### src/rtl/astok_pkg.sv
`default_nettype none

package astok_pkg;

	// Field widths of one result.
	localparam int ROW_BITS   = 16;
	localparam int COL_BITS   = 12;
	localparam int VALUE_BITS = 32;
	localparam int KIND_BITS  = 3;
	localparam int CHAR_BITS  = 8;

	// Stream widths: tdata is padded to whole bytes.
	localparam int IN_DATA_W  = 8;
	localparam int IN_USER_W  = 1;
	localparam int OUT_DATA_W = ((VALUE_BITS + ROW_BITS + COL_BITS + 7) / 8) * 8;
	localparam int OUT_USER_W = KIND_BITS + 1;

	// Result queue.
	localparam int FIFO_DEPTH = 4;
	localparam int FIFO_AW    = 2;
	localparam int CNT_W      = 3;

	// Character codes.
	localparam logic [CHAR_BITS-1:0] CH_LF        = 8'h0A;
	localparam logic [CHAR_BITS-1:0] CH_SEMI      = 8'h3B;
	localparam logic [CHAR_BITS-1:0] CH_ZERO      = 8'h30;
	localparam logic [CHAR_BITS-1:0] CH_ONE       = 8'h31;
	localparam logic [CHAR_BITS-1:0] CH_NINE      = 8'h39;
	localparam logic [CHAR_BITS-1:0] CH_MINUS     = 8'h2D;
	localparam logic [CHAR_BITS-1:0] CH_QUOTE     = 8'h27;
	localparam logic [CHAR_BITS-1:0] CH_BACKSLASH = 8'h5C;
	localparam logic [CHAR_BITS-1:0] CH_LOWER_X   = 8'h78;
	localparam logic [CHAR_BITS-1:0] CH_LOWER_B   = 8'h62;
	localparam logic [CHAR_BITS-1:0] CH_LOWER_N   = 8'h6E;
	localparam logic [CHAR_BITS-1:0] CH_LOWER_T   = 8'h74;
	localparam logic [CHAR_BITS-1:0] CH_LOWER_R   = 8'h72;
	localparam logic [CHAR_BITS-1:0] CH_LOWER_V   = 8'h76;

	// Error codes carried in the value field of an error result.
	localparam logic [VALUE_BITS-1:0] ERR_LONE_BACKSLASH = 32'd0;
	localparam logic [VALUE_BITS-1:0] ERR_BAD_ESCAPE     = 32'd1;

	localparam logic [35:0] NUM_LIMIT = 36'h0_8000_0000;

	typedef enum logic [KIND_BITS-1:0] {
		KIND_NUMBER     = 3'd0,
		KIND_SPECIAL    = 3'd1,
		KIND_CHAR       = 3'd2,
		KIND_IDENT_CHAR = 3'd3,
		KIND_IDENT_END  = 3'd4,
		KIND_ERROR      = 3'd5
	} kind_t;

	typedef enum logic [7:0] {
		MODE_IDLE    = 8'b0000_0001,
		MODE_COMMENT = 8'b0000_0010,
		MODE_DEC     = 8'b0000_0100,
		MODE_ZERO    = 8'b0000_1000,
		MODE_HEX     = 8'b0001_0000,
		MODE_BIN     = 8'b0010_0000,
		MODE_IDENT   = 8'b0100_0000,
		MODE_LIT     = 8'b1000_0000
	} mode_t;

	typedef struct packed {
		kind_t                  kind;
		logic [VALUE_BITS-1:0]  value;
		logic [ROW_BITS-1:0]    row;
		logic [COL_BITS-1:0]    column;
		logic                   token_start;
	} result_t;

	// What the scanner hands to the result queue for one step.
	typedef struct packed {
		logic [1:0] count;
		result_t    first;
		result_t    second;
		logic       err;
	} lex_step_t;

	typedef struct packed {
		logic       ok;
		logic [3:0] d;
	} digit_t;

	typedef struct packed {
		kind_t                 kind;
		logic [VALUE_BITS-1:0] value;
		logic                  err;
	} lit_res_t;

	function automatic logic is_space(input logic [CHAR_BITS-1:0] c);
		return c inside {8'h20, [8'h09:8'h0D], 8'h85, 8'hA0};
	endfunction

	function automatic logic is_special(input logic [CHAR_BITS-1:0] c);
		return c inside {8'h3A, 8'h23, 8'h26};
	endfunction

	function automatic digit_t hex_digit(input logic [CHAR_BITS-1:0] c);
		digit_t r;
		r.ok = 1'b1;
		r.d  = 4'd0;
		if (c inside {[8'h30:8'h39]}) begin
			r.d = 4'(c - 8'h30);
		end else if (c inside {[8'h41:8'h46]}) begin
			r.d = 4'(c - 8'h37);
		end else if (c inside {[8'h61:8'h66]}) begin
			r.d = 4'(c - 8'h57);
		end else begin
			r.ok = 1'b0;
		end
		return r;
	endfunction

	// Out-of-range magnitudes read as zero; the bare magnitude 2^31 is legal only negated.
	function automatic logic [VALUE_BITS-1:0] number_word(input logic [VALUE_BITS-1:0] nv,
			input logic ovf, input logic neg);
		logic [VALUE_BITS-1:0] r;
		r = '0;
		if (!ovf) begin
			if (neg) begin
				r = '0 - nv;
			end else if (nv != 32'h8000_0000) begin
				r = nv;
			end
		end
		return r;
	endfunction

	function automatic lit_res_t finish_literal(input logic [1:0] len,
			input logic [CHAR_BITS-1:0] a, input logic [CHAR_BITS-1:0] b);
		lit_res_t r;
		r.kind  = KIND_ERROR;
		r.value = ERR_BAD_ESCAPE;
		r.err   = 1'b1;
		if (len == 2'd1) begin
			if (a == CH_BACKSLASH) begin
				r.value = ERR_LONE_BACKSLASH;
			end else begin
				r.kind  = KIND_CHAR;
				r.value = VALUE_BITS'(a);
				r.err   = 1'b0;
			end
		end else if (len == 2'd2 && a == CH_BACKSLASH) begin
			r.kind = KIND_CHAR;
			r.err  = 1'b0;
			case (b)
				CH_LOWER_N: r.value = 32'd10;
				CH_LOWER_T: r.value = 32'd9;
				CH_ZERO:    r.value = 32'd0;
				CH_LOWER_R: r.value = 32'd13;
				CH_LOWER_V: r.value = 32'd11;
				default: begin
					r.kind  = KIND_ERROR;
					r.value = ERR_BAD_ESCAPE;
					r.err   = 1'b1;
				end
			endcase
		end
		return r;
	endfunction

endpackage

`default_nettype wire

### src/rtl/astok_core.sv
`default_nettype none

// Scanner state and the per-byte update; results of a step are valid while step is high.
module astok_core (
	input  wire logic                             clk,
	input  wire logic                             arst_n,
	input  wire logic                             step,
	input  wire logic [astok_pkg::CHAR_BITS-1:0]  ch,
	input  wire logic                             flush,
	output astok_pkg::lex_step_t                  res
);

	astok_pkg::mode_t                         mode_q, mode_n;
	logic [astok_pkg::VALUE_BITS-1:0]         nv_q, nv_n;
	logic                                     ovf_q, ovf_n;
	logic                                     neg_q, neg_n;
	logic [astok_pkg::ROW_BITS-1:0]           row_q, row_n;
	logic [astok_pkg::COL_BITS-1:0]           col_q, col_n;
	logic [astok_pkg::COL_BITS-1:0]           tcol_q, tcol_n;
	logic [astok_pkg::CHAR_BITS-1:0]          lit0_q, lit0_n, lit1_q, lit1_n;
	logic [1:0]                               len_q, len_n;
	logic                                     err_q, err_n;

	// Token finish.
	logic                 fin_valid, fin_err;
	astok_pkg::result_t   fin_res;
	astok_pkg::lit_res_t  lit;

	// Token start.
	astok_pkg::mode_t                  st_mode;
	logic                              st_emit, st_neg, st_lit;
	logic [astok_pkg::VALUE_BITS-1:0]  st_nv;
	astok_pkg::result_t                st_res;

	// Digit accumulation.
	astok_pkg::digit_t  dig;
	logic               dig_ok;
	logic [35:0]        acc_mul, acc_sum;
	logic [astok_pkg::VALUE_BITS-1:0] acc_nv;
	logic               acc_ovf;

	logic               a_valid, b_valid, do_start;
	astok_pkg::result_t a_res;

	always_comb begin
		lit       = astok_pkg::finish_literal(len_q, lit0_q, lit1_q);
		fin_valid = 1'b0;
		fin_err   = 1'b0;
		fin_res   = '{kind: astok_pkg::KIND_NUMBER,
			value: astok_pkg::number_word(nv_q, ovf_q, neg_q),
			row: row_q, column: tcol_q, token_start: 1'b0};
		case (mode_q)
			astok_pkg::MODE_DEC, astok_pkg::MODE_ZERO, astok_pkg::MODE_HEX,
			astok_pkg::MODE_BIN: begin
				fin_valid = 1'b1;
			end
			astok_pkg::MODE_IDENT: begin
				fin_valid     = 1'b1;
				fin_res.kind  = astok_pkg::KIND_IDENT_END;
				fin_res.value = '0;
			end
			astok_pkg::MODE_LIT: begin
				fin_valid     = 1'b1;
				fin_res.kind  = lit.kind;
				fin_res.value = lit.value;
				fin_err       = lit.err;
			end
			default: ;
		endcase
	end

	always_comb begin
		st_mode = astok_pkg::MODE_IDENT;
		st_emit = 1'b0;
		st_neg  = 1'b0;
		st_lit  = 1'b0;
		st_nv   = '0;
		st_res  = '{kind: astok_pkg::KIND_IDENT_CHAR,
			value: astok_pkg::VALUE_BITS'(ch), row: row_q, column: col_q, token_start: 1'b1};
		if (astok_pkg::is_space(ch)) begin
			st_mode = astok_pkg::MODE_IDLE;
		end else if (ch == astok_pkg::CH_SEMI) begin
			st_mode = astok_pkg::MODE_COMMENT;
		end else if (ch == astok_pkg::CH_ZERO) begin
			st_mode = astok_pkg::MODE_ZERO;
		end else if (ch == astok_pkg::CH_MINUS) begin
			st_mode = astok_pkg::MODE_DEC;
			st_neg  = 1'b1;
		end else if (ch >= astok_pkg::CH_ONE && ch <= astok_pkg::CH_NINE) begin
			st_mode = astok_pkg::MODE_DEC;
			st_nv   = astok_pkg::VALUE_BITS'(ch - astok_pkg::CH_ZERO);
		end else if (astok_pkg::is_special(ch)) begin
			st_mode            = astok_pkg::MODE_IDLE;
			st_emit            = 1'b1;
			st_res.kind        = astok_pkg::KIND_SPECIAL;
			st_res.token_start = 1'b0;
		end else if (ch == astok_pkg::CH_QUOTE) begin
			st_mode = astok_pkg::MODE_LIT;
			st_lit  = 1'b1;
		end else begin
			st_emit = 1'b1;
		end
	end

	// One multiply-add by a constant base: shifts and an adder, plus one more for base ten.
	always_comb begin
		dig = astok_pkg::hex_digit(ch);
		case (mode_q)
			astok_pkg::MODE_HEX: begin
				dig_ok  = dig.ok;
				acc_mul = {nv_q, 4'b0000};
			end
			astok_pkg::MODE_BIN: begin
				dig_ok  = dig.ok && dig.d < 4'd2;
				acc_mul = {3'b000, nv_q, 1'b0};
			end
			default: begin
				dig_ok  = dig.ok && dig.d < 4'd10;
				acc_mul = {1'b0, nv_q, 3'b000} + {3'b000, nv_q, 1'b0};
			end
		endcase
		acc_sum = acc_mul + 36'(dig.d);
		acc_nv  = nv_q;
		acc_ovf = ovf_q;
		if (!ovf_q) begin
			if (acc_sum > astok_pkg::NUM_LIMIT) begin
				acc_ovf = 1'b1;
			end else begin
				acc_nv = acc_sum[astok_pkg::VALUE_BITS-1:0];
			end
		end
	end

	always_comb begin
		mode_n   = mode_q;
		nv_n     = nv_q;
		ovf_n    = ovf_q;
		neg_n    = neg_q;
		row_n    = row_q;
		col_n    = col_q;
		tcol_n   = tcol_q;
		lit0_n   = lit0_q;
		lit1_n   = lit1_q;
		len_n    = len_q;
		err_n    = err_q;
		a_valid  = 1'b0;
		b_valid  = 1'b0;
		do_start = 1'b0;
		a_res    = fin_res;
		if (flush) begin
			a_valid = fin_valid && !err_q;
			mode_n  = astok_pkg::MODE_IDLE;
			nv_n    = '0;
			ovf_n   = 1'b0;
			neg_n   = 1'b0;
			row_n   = astok_pkg::ROW_BITS'(1);
			col_n   = '0;
			tcol_n  = '0;
			lit0_n  = '0;
			lit1_n  = '0;
			len_n   = '0;
			err_n   = 1'b0;
		end else if (!err_q) begin
			if (ch == astok_pkg::CH_LF) begin
				a_valid = fin_valid;
				err_n   = fin_err;
				mode_n  = astok_pkg::MODE_IDLE;
				col_n   = '0;
				if (row_q != '1) begin
					row_n = row_q + astok_pkg::ROW_BITS'(1);
				end
			end else begin
				case (mode_q)
					astok_pkg::MODE_COMMENT: ;
					astok_pkg::MODE_DEC, astok_pkg::MODE_HEX, astok_pkg::MODE_BIN: begin
						if (dig_ok) begin
							nv_n  = acc_nv;
							ovf_n = acc_ovf;
						end else begin
							a_valid  = 1'b1;
							do_start = 1'b1;
						end
					end
					astok_pkg::MODE_ZERO: begin
						if (ch == astok_pkg::CH_LOWER_X) begin
							mode_n = astok_pkg::MODE_HEX;
						end else if (ch == astok_pkg::CH_LOWER_B) begin
							mode_n = astok_pkg::MODE_BIN;
						end else if (dig_ok) begin
							mode_n = astok_pkg::MODE_DEC;
							nv_n   = acc_nv;
							ovf_n  = acc_ovf;
						end else begin
							a_valid  = 1'b1;
							do_start = 1'b1;
						end
					end
					astok_pkg::MODE_IDENT: begin
						a_valid = 1'b1;
						if (astok_pkg::is_space(ch)) begin
							mode_n = astok_pkg::MODE_IDLE;
						end else if (astok_pkg::is_special(ch)) begin
							do_start = 1'b1;
						end else begin
							a_res.kind  = astok_pkg::KIND_IDENT_CHAR;
							a_res.value = astok_pkg::VALUE_BITS'(ch);
						end
					end
					astok_pkg::MODE_LIT: begin
						if (ch == astok_pkg::CH_QUOTE) begin
							a_valid = 1'b1;
							err_n   = fin_err;
							mode_n  = astok_pkg::MODE_IDLE;
						end else begin
							if (len_q == 2'd0) begin
								lit0_n = ch;
							end else if (len_q == 2'd1) begin
								lit1_n = ch;
							end
							if (len_q != 2'd3) begin
								len_n = len_q + 2'd1;
							end
						end
					end
					default: begin
						do_start = 1'b1;
					end
				endcase
				if (col_q != '1) begin
					col_n = col_q + astok_pkg::COL_BITS'(1);
				end
				if (do_start) begin
					tcol_n  = col_q;
					nv_n    = st_nv;
					ovf_n   = 1'b0;
					neg_n   = st_neg;
					mode_n  = st_mode;
					b_valid = st_emit;
					if (st_lit) begin
						len_n  = '0;
						lit0_n = '0;
						lit1_n = '0;
					end
				end
			end
		end
	end

	always_comb begin
		res.count  = {1'b0, a_valid} + {1'b0, b_valid};
		res.first  = a_valid ? a_res : st_res;
		res.second = st_res;
		res.err    = err_q;
	end

	always_ff @(posedge clk or negedge arst_n) begin
		if (!arst_n) begin
			mode_q <= astok_pkg::MODE_IDLE;
			nv_q   <= '0;
			ovf_q  <= 1'b0;
			neg_q  <= 1'b0;
			row_q  <= astok_pkg::ROW_BITS'(1);
			col_q  <= '0;
			tcol_q <= '0;
			lit0_q <= '0;
			lit1_q <= '0;
			len_q  <= '0;
			err_q  <= 1'b0;
		end else if (step) begin
			mode_q <= mode_n;
			nv_q   <= nv_n;
			ovf_q  <= ovf_n;
			neg_q  <= neg_n;
			row_q  <= row_n;
			col_q  <= col_n;
			tcol_q <= tcol_n;
			lit0_q <= lit0_n;
			lit1_q <= lit1_n;
			len_q  <= len_n;
			err_q  <= err_n;
		end
	end

endmodule

`default_nettype wire

### src/rtl/assembly_source_tokenizer_unit.sv
// A byte's results enter the result queue at its transfer; the master side offers them.
// Throughput: one byte per cycle while ready; a byte that causes two results needs two
// output transfers, and a four-entry result queue lets input continue while those drain.
// The slave side is ready while at least two queue entries are free.
// Reset: arst_n clears the scanner to row 1, column 0, idle, and empties the result queue.
`default_nettype none

module assembly_source_tokenizer_unit (
	input  wire logic                               clk,
	input  wire logic                               arst_n,
	// Slave side: one source byte per transfer.
	input  wire logic                               s_tvalid,
	output      logic                               s_tready,
	input  wire logic [astok_pkg::IN_DATA_W-1:0]    s_tdata,  // [7:0] ch
	input  wire logic [astok_pkg::IN_USER_W-1:0]    s_tuser,  // [0] flush
	// Master side: one token result per transfer.
	output      logic                               m_tvalid,
	input  wire logic                               m_tready,
	output      logic [astok_pkg::OUT_DATA_W-1:0]   m_tdata,  // value, row, column, zero pad
	output      logic [astok_pkg::OUT_USER_W-1:0]   m_tuser,  // kind, token_start
	output      logic                               m_tlast
);

	// One queue entry is a result and its end-of-step mark.
	typedef struct packed {
		astok_pkg::result_t res;
		logic               last;
	} entry_t;

	localparam logic [astok_pkg::CNT_W-1:0] READY_MAX =
		astok_pkg::CNT_W'(astok_pkg::FIFO_DEPTH - 2);

	logic                               s_acc, m_acc;
	astok_pkg::lex_step_t               lex;
	logic [1:0]                         push_n;
	entry_t                             fifo_q [astok_pkg::FIFO_DEPTH];
	logic [astok_pkg::FIFO_AW-1:0]      wr_q, rd_q;
	logic [astok_pkg::CNT_W-1:0]        cnt_q;
	entry_t                             head;

	assign s_acc = s_tvalid && s_tready;
	assign m_acc = m_tvalid && m_tready;

	// The scanner updates its state on every accepted transfer and reports the
	// zero, one or two results that the byte completes.
	astok_core u_core (
		.clk    (clk),
		.arst_n (arst_n),
		.step   (s_acc),
		.ch     (s_tdata[astok_pkg::CHAR_BITS-1:0]),
		.flush  (s_tuser[0]),
		.res    (lex)
	);

	assign push_n = s_acc ? lex.count : 2'd0;

	// Results of one step are written in order; the last of them carries tlast.
	always_ff @(posedge clk) begin
		if (push_n != 2'd0) begin
			fifo_q[wr_q] <= '{res: lex.first, last: (push_n == 2'd1)};
		end
		if (push_n == 2'd2) begin
			fifo_q[wr_q + astok_pkg::FIFO_AW'(1)] <= '{res: lex.second, last: 1'b1};
		end
	end

	always_ff @(posedge clk or negedge arst_n) begin
		if (!arst_n) begin
			wr_q  <= '0;
			rd_q  <= '0;
			cnt_q <= '0;
		end else begin
			wr_q  <= wr_q + astok_pkg::FIFO_AW'(push_n);
			rd_q  <= rd_q + astok_pkg::FIFO_AW'(m_acc);
			cnt_q <= cnt_q + astok_pkg::CNT_W'(push_n) - astok_pkg::CNT_W'(m_acc);
		end
	end

	// Room for the worst case of two results keeps a byte from ever being half stored.
	assign s_tready = cnt_q <= READY_MAX;

	assign head     = fifo_q[rd_q];
	assign m_tvalid = cnt_q != '0;
	assign m_tdata  = astok_pkg::OUT_DATA_W'({head.res.column, head.res.row, head.res.value});
	assign m_tuser  = {head.res.token_start, head.res.kind};
	assign m_tlast  = head.last;

`ifndef SYNTHESIS
	a_fifo_bound: assert property (@(posedge clk) disable iff (!arst_n)
		cnt_q <= astok_pkg::CNT_W'(astok_pkg::FIFO_DEPTH))
		else $error("result queue holds more entries than it has");

	a_error_silent: assert property (@(posedge clk) disable iff (!arst_n)
		(s_acc && lex.err && !s_tuser[0]) |-> (lex.count == 2'd0))
		else $error("a result was produced while an error is latched");

	a_flush_clears: assert property (@(posedge clk) disable iff (!arst_n)
		(s_acc && s_tuser[0]) |=> !lex.err)
		else $error("flush did not clear the error latch");

	a_tlast_at_end: assert property (@(posedge clk) disable iff (!arst_n)
		(s_acc && lex.count == 2'd1 && cnt_q == '0) |=> (m_tvalid && m_tlast))
		else $error("single result of a step not marked as last");
`endif

endmodule

`default_nettype wire
### config.mk
export PLATFORM = sky130hd
export DESIGN_NAME = assembly_source_tokenizer_unit
export DESIGN_NICKNAME = d
export VERILOG_FILES = /design/src/rtl/astok_pkg.sv /design/src/rtl/astok_core.sv /design/src/rtl/assembly_source_tokenizer_unit.sv
export SDC_FILE = /design/constraint.sdc
export NUM_CORES = 1
export LEC_CHECK = 0
export BUFFER_PORTS_ARGS = -buffer_cell sky130_fd_sc_hd__buf_2
export CORE_ASPECT_RATIO = 0.75
export CORE_MARGIN = 2
export CORE_UTILIZATION = 65
export DETAILED_ROUTE_END_ITERATION = 8
export GPL_TIMING_DRIVEN = 0
export PLACE_DENSITY = 0.79
export SYNTH_ARGS = -nofsm -noshare
export SYNTH_HDL_FRONTEND = slang
export SYNTH_SLANG_ARGS = --single-unit
export TNS_END_PERCENT = 1
### constraint.sdc
create_clock -name clk -period 17.7 [get_ports clk]
set_input_delay 4.425 -clock clk [delete_from_list [all_inputs] [get_ports clk]]
set_output_delay 4.425 -clock clk [all_outputs]
set_load 0.1 [all_outputs]
* Yosys cells after proc, flatten, opt, wreduce, memory -nomap -nowiden *
Memories as Yosys holds them, arrays and structs flattened.
Cells that the tools add are included.

operators by class
  add/subtract/negate cells = 16
  muxes and demuxes = 169
  eq/ne operators = 41
  $lt $le $gt $ge = 13
  reduce and logical (&&, ||, !) cells = 33

operator list
  cell                                                             number
  two-way mux 32 bit                                               17
  two-way mux 8 bit                                                34
  two-way mux 35 bit                                               6
  two-way mux 12 bit                                               8
  == test 8 x 6 -> 1 bit, second input constant                    10
  two-way mux 36 bit                                               2
  case mux 36 bit (2 select lines)                                 1
  case mux 35 bit (2 select lines)                                 1
  two-way mux 1 bit                                                68
  == test 8 x 7 -> 1 bit, second input constant                    8
  two-way mux 16 bit                                               4
  two-way mux 64 bit                                               1
  case mux 32 bit (2 select lines)                                 1
  adder 35 x 33 -> 36 bit                                          1
  adder 36 x 4 -> 36 bit                                           1
  greater-than comparator 36 x 32 -> 1 bit, second input constant  1
  != test 32 bit, second input constant                            1
  subtractor 1 x 32 -> 32 bit, first input constant                1
  == test 8 bit, second input constant                             3
  case mux 8 bit (3 select lines)                                  1
  two-way mux 3 bit                                                7
  two-way mux 2 bit                                                10
  case mux 4 bit (5 select lines)                                  1
  adder 16 x 1 -> 16 bit, second input constant                    1
  48 further kinds                                                 83

word-level totals
  bits of input ports = 13
  word-level logic and storage cells = 287
  output and inout bits = 71
  memories = 1
  register bits = 108
  bits in writable memories = 260

memories
  name    depth  width  read ports  clocked after memory_dff  wr ports  RTL line                              text
  fifo_q  4      65     1           0                         2         assembly_source_tokenizer_unit.sv:36  entry_t fifo_q [astok_pkg::FIFO_DEPTH];

* Logic depth before layout (Yosys ltp) *
  depth in word-level cells = 24
  depth in mapped cells = 24
  depth with buffers taken out = 21

* Modules after synthesis *
Synthesis repeated with hierarchy kept, for this count alone.

second synthesis, totals
  cells, all modules = 2399
  area, all modules = 24207.0 µm²

by module, submodules not included
  module                          instances  area each (µm²)  seq. area each (µm²)  cells an instance
  assembly_source_tokenizer_unit  1          12841.1          7942.6                934
  astok_core                      1          11365.9          2529.9                1465

* Worst setup path after synthesis *
Ideal clock, no wire load.

  path kind = in2reg
  start = input port s_tdata[1] (netlist name)
  end = memory fifo_q[3][10] (netlist name), enable pin
  data arrival time = 9.921 ns
  required time = 17.286 ns
  slack = 7.365 ns
  buffers on the path = 3
  library setup time = 0.414 ns
  cell stages on the path = 19
  path through = clkbuf_1 > inv_1 > ha_1 > or4b_2 > o21ai_0 > o22ai_1 > a31o_2 > maj3_1 > a22oi_1 > a21oi_1 > a211oi_2 > or3_1 > nor4_1 > ha_1 > clkbuf_1 > nor3_1 > nor2_1 > inv_1 > clkbuf_1

RTL lines
  item             RTL line                              text
  start, declared  assembly_source_tokenizer_unit.sv:14  input wire logic [astok_pkg::IN_DATA_W-1:0] s_tdata,
  end, declared    assembly_source_tokenizer_unit.sv:36

==> metrics.txt <==
Pleak 8.922 nW; Post-synth EDFFs 152; post-DR vias/cell 6.837; CP Class in -> reg; Startpoint Class input pin; FF-to-FF path depth 19; setup TNS 0 ps; Final Hold Fails 0; Maximum Capacitance Violations 0; ys async rst share 29.35%; Antenna Cells 0; pwr/cell area 126.2 mW/mm2; Routed WL per cell 23.71 um; CTS Buf Count 37; standard-cell rows 57; io pins 84; Clock Sinks 368; CTS tree built; Buffers on Ports 78; cell chosen for the clock root clkbuf_16; Cells after Synth 2146; R2R Path End fifo_q[3][23]; synth unique cells 110; worst hold path cell count 2; RSZ-0062 raised after global routing false; Post-CTS Resized 0; vias in the first global route 17870; antenna violations before repair 1; initial DRC count 2463; XOR/XNOR Fraction of Synth Area 3.778%; full die area 0.03466 mm2; Seq/Total Area, Yosys 43.74%; DRT Pass-1 Iters 8; worst r2r src u_core.mode_q[3]; adder-cell share of the synthesized area 3.284%; Synth Register Bits 368; yosys warns 0; hold endpoint fifo_q[1][60]; non-filler cells, final 2739; final setup violation count 0; filler cell count in the final layout 2409; area of the multi-input gates 0.01141 mm2; GRT Util Overall 37.42%; Slew HR 19.40%; register area 0.009432 mm2; Post-CTS Hold Buffers 0; r2r setup slk 10140 ps; chip height 161.7 um; Synth Area in Compound Gates 20.53%; largest family of logic cells by synthesized area compound AO/OA/AOI/OAI gates; Worst Path Max Fanout 31; WP data arrival 12090 ps; total power 0.003008 W; Longest Clk Path Bufs 3; Hold WS 455.7 ps; starting density of the core 66.30%; Layout Skew 15.37 ps; crit end category register; max-slew violations 0; Post-route DRC 0; Clock Latency Late Sink 550 ps; Worst-path clk slew 60 ps; Tmin final 11790 ps; via count 18730; core area 0.03252 mm2; first-pass GRT wire length 101400 um; Die X-Extent 214.3 um; Detailed Route WL 64930 um; post-route ant nets 0; commonest register cell after synthesis edfxtp_1; Fmax achieved 84.78 MHz; placed cells 2674; CTS H-tree depth 2; final RePlAce weighted congestion 0.9561; post-CTS setup buffer count 0; P&R area growth vs syn 10.54%; pin count of the biggest net entering global routing 62; worst-margin pin slew 1200 ps; fraction of synthesized area in multiplexers 7.677%; total congestion overflow 0; outcome finished clean; mean post-synth cell area 10.05 um2; nets@finish 2338; share of layout cells above drive strength 1 13.19%; Synth Area in Simple Gates 17.58%; Min-Delay Path Class reg -> reg; worst endpoint required time 18000 ps; detailed-placement wirelength estimate 46970 um; Peak VDD IR 143.9 uV; fin crit share 66.64%; worst hold start fifo_q[1][60]; Mapped Area 0.02156 mm2
logic make-up after synthesis:
| group | Yosys count |
|---|---|
| AND/OR/NAND/NOR | 744 |
| AO/OA/AOI/OAI | 625 |
| adder cells (fa/ha/maj) | 55 |
| flip-flops | 368 |
| buffers and inverters | 180 |
| other | 1 |
| XOR/XNOR | 93 |
| multiplexers | 80 |
power breakdown:
part           internal (W)  switching, W  total [W]  leakage (nW)
sequential         0.000957     0.0000454    0.00100          3.70
combinational      0.000286      0.000926    0.00121          4.61
clock              0.000453      0.000340   0.000793         0.606
state kept, by name (all words and copies together) (netlist names):
signal         count
fifo_q           260
u_core.nv_q       32
u_core.row_q      16
u_core.col_q      12
u_core.tcol_q     12
u_core.lit0_q      8
u_core.lit1_q      8
u_core.mode_q      8
cnt_q              3
rd_q               2
u_core.len_q       2
wr_q               2
u_core.err_q       1
u_core.neg_q       1
u_core.ovf_q       1
routing by layer:
| metal | GRT usage (%) | wire length [um] |
|---|---|---|
| met5 | 0 | 0 |
| met4 | 9.438 | 1357 |
| met2 | 55.99 | 28130 |
| met3 | 8.933 | 7903 |
| met1 | 55.32 | 27540 |
Yosys cell counts (31+ instances only):
master,number,area [um2]
a22o_1,129,1130
edfxtp_1,152,4564
xor2_1,48,420.4
nor2b_1,66,412.9
o21ai_0,162,810.8
nand3_1,31,155.2
dfrtp_1,106,2653
xnor2_1,45,394.1
inv_1,35,131.4
mux4_2,65,1464
and2_1,33,206.5
nor2_1,153,574.3
nand2_1,245,919.6
clkbuf_1,109,409.1
nor3_1,33,165.2
a21oi_1,82,410.4
ha_1,51,638.1
dfxtp_1,108,2162
placed cells by master (no fill, tap or decap), types with 10 or more instances in the layout:
cell	netlist	routed
buf_1	13	13
edfxtp_1	152	152
xor2_1	48	48
a31oi_1	15	15
or3_1	16	16
and2_1	33	33
o31ai_1	16	16
or2_2	13	13
clkbuf_1	109	113
a22o_1	129	129
nand2b_1	26	26
a22oi_1	24	24
a21o_1	14	14
nor2b_1	66	66
mux4_2	65	65
nor3_1	33	33
nand2_1	245	245
and3_1	20	20
nor3b_1	10	10
nor4_1	16	16
o2bb2ai_1	18	18
dfrtp_1	106	106
clkinv_2	0	12
nor2_1	153	153
ha_1	51	51
xnor2_1	45	45
inv_1	35	32
a21oi_1	82	82
buf_2	15	92
nand4_1	23	23
clkbuf_16	0	39
o211ai_1	17	17
o21ai_0	162	162
nand3_1	31	31
o21a_1	12	12
o22ai_1	28	28
dfxtp_1	108	108
worst max-delay path: stages:
cell and delay [ps]:
buf_2 100, clkbuf_1 470, inv_1 400, ha_1 390, or4b_2 710, o21ai_0 190, o22ai_1 150, a31o_2 250
maj3_1 320, a22oi_1 420, a21oi_1 140, a211oi_2 460, or3_1 290, nor4_1 140, ha_1 360, o21ai_1 440
nor2_1 340, nor2_1 680, inv_1 440, clkbuf_2 460, buf_12 300, and2_1 170
cell type report:
type                       count  area share (%)
sequential                   368           39.57
buffer                       145           2.525
multi-input combinational   1601           47.87
clock inverter                16          0.5879
clock buffer                  49           4.462
tap                          442           2.320
inverter                      35          0.5512
timing repair buffer          83           2.115
through the flow:
stage / setup WS [ps] / utilization, % / instance area, um2
2_1_floorplan: 7365 / - / 21570
3_3_place_gp: 4488 / 69.24 / 22520
3_5_place_dp: 5664 / 69.59 / 22630
4_1_cts: 6177 / 73.29 / 23840
5_1_grt: 5581 / 73.29 / 23840
6_report: 5905 / 73.29 / 23840
worst max path at each step:
| stage | end | depth (start not counted) | start |
|---|---|---|---|
| 6_report | fifo_q[3][23] | 22 | s_tdata[1] |
| 5_1_grt | fifo_q[3][23] | 22 | s_tdata[1] |
| 4_1_cts | fifo_q[3][25] | 22 | s_tdata[1] |
| 3_5_place_dp | fifo_q[3][22] | 22 | s_tdata[1] |
| 3_3_place_gp | fifo_q[3][7] | 20 | s_tdata[1] |
| 2_1_floorplan | fifo_q[3][10] | 19 | s_tdata[1] |
(Power assumes the default switching activity.)
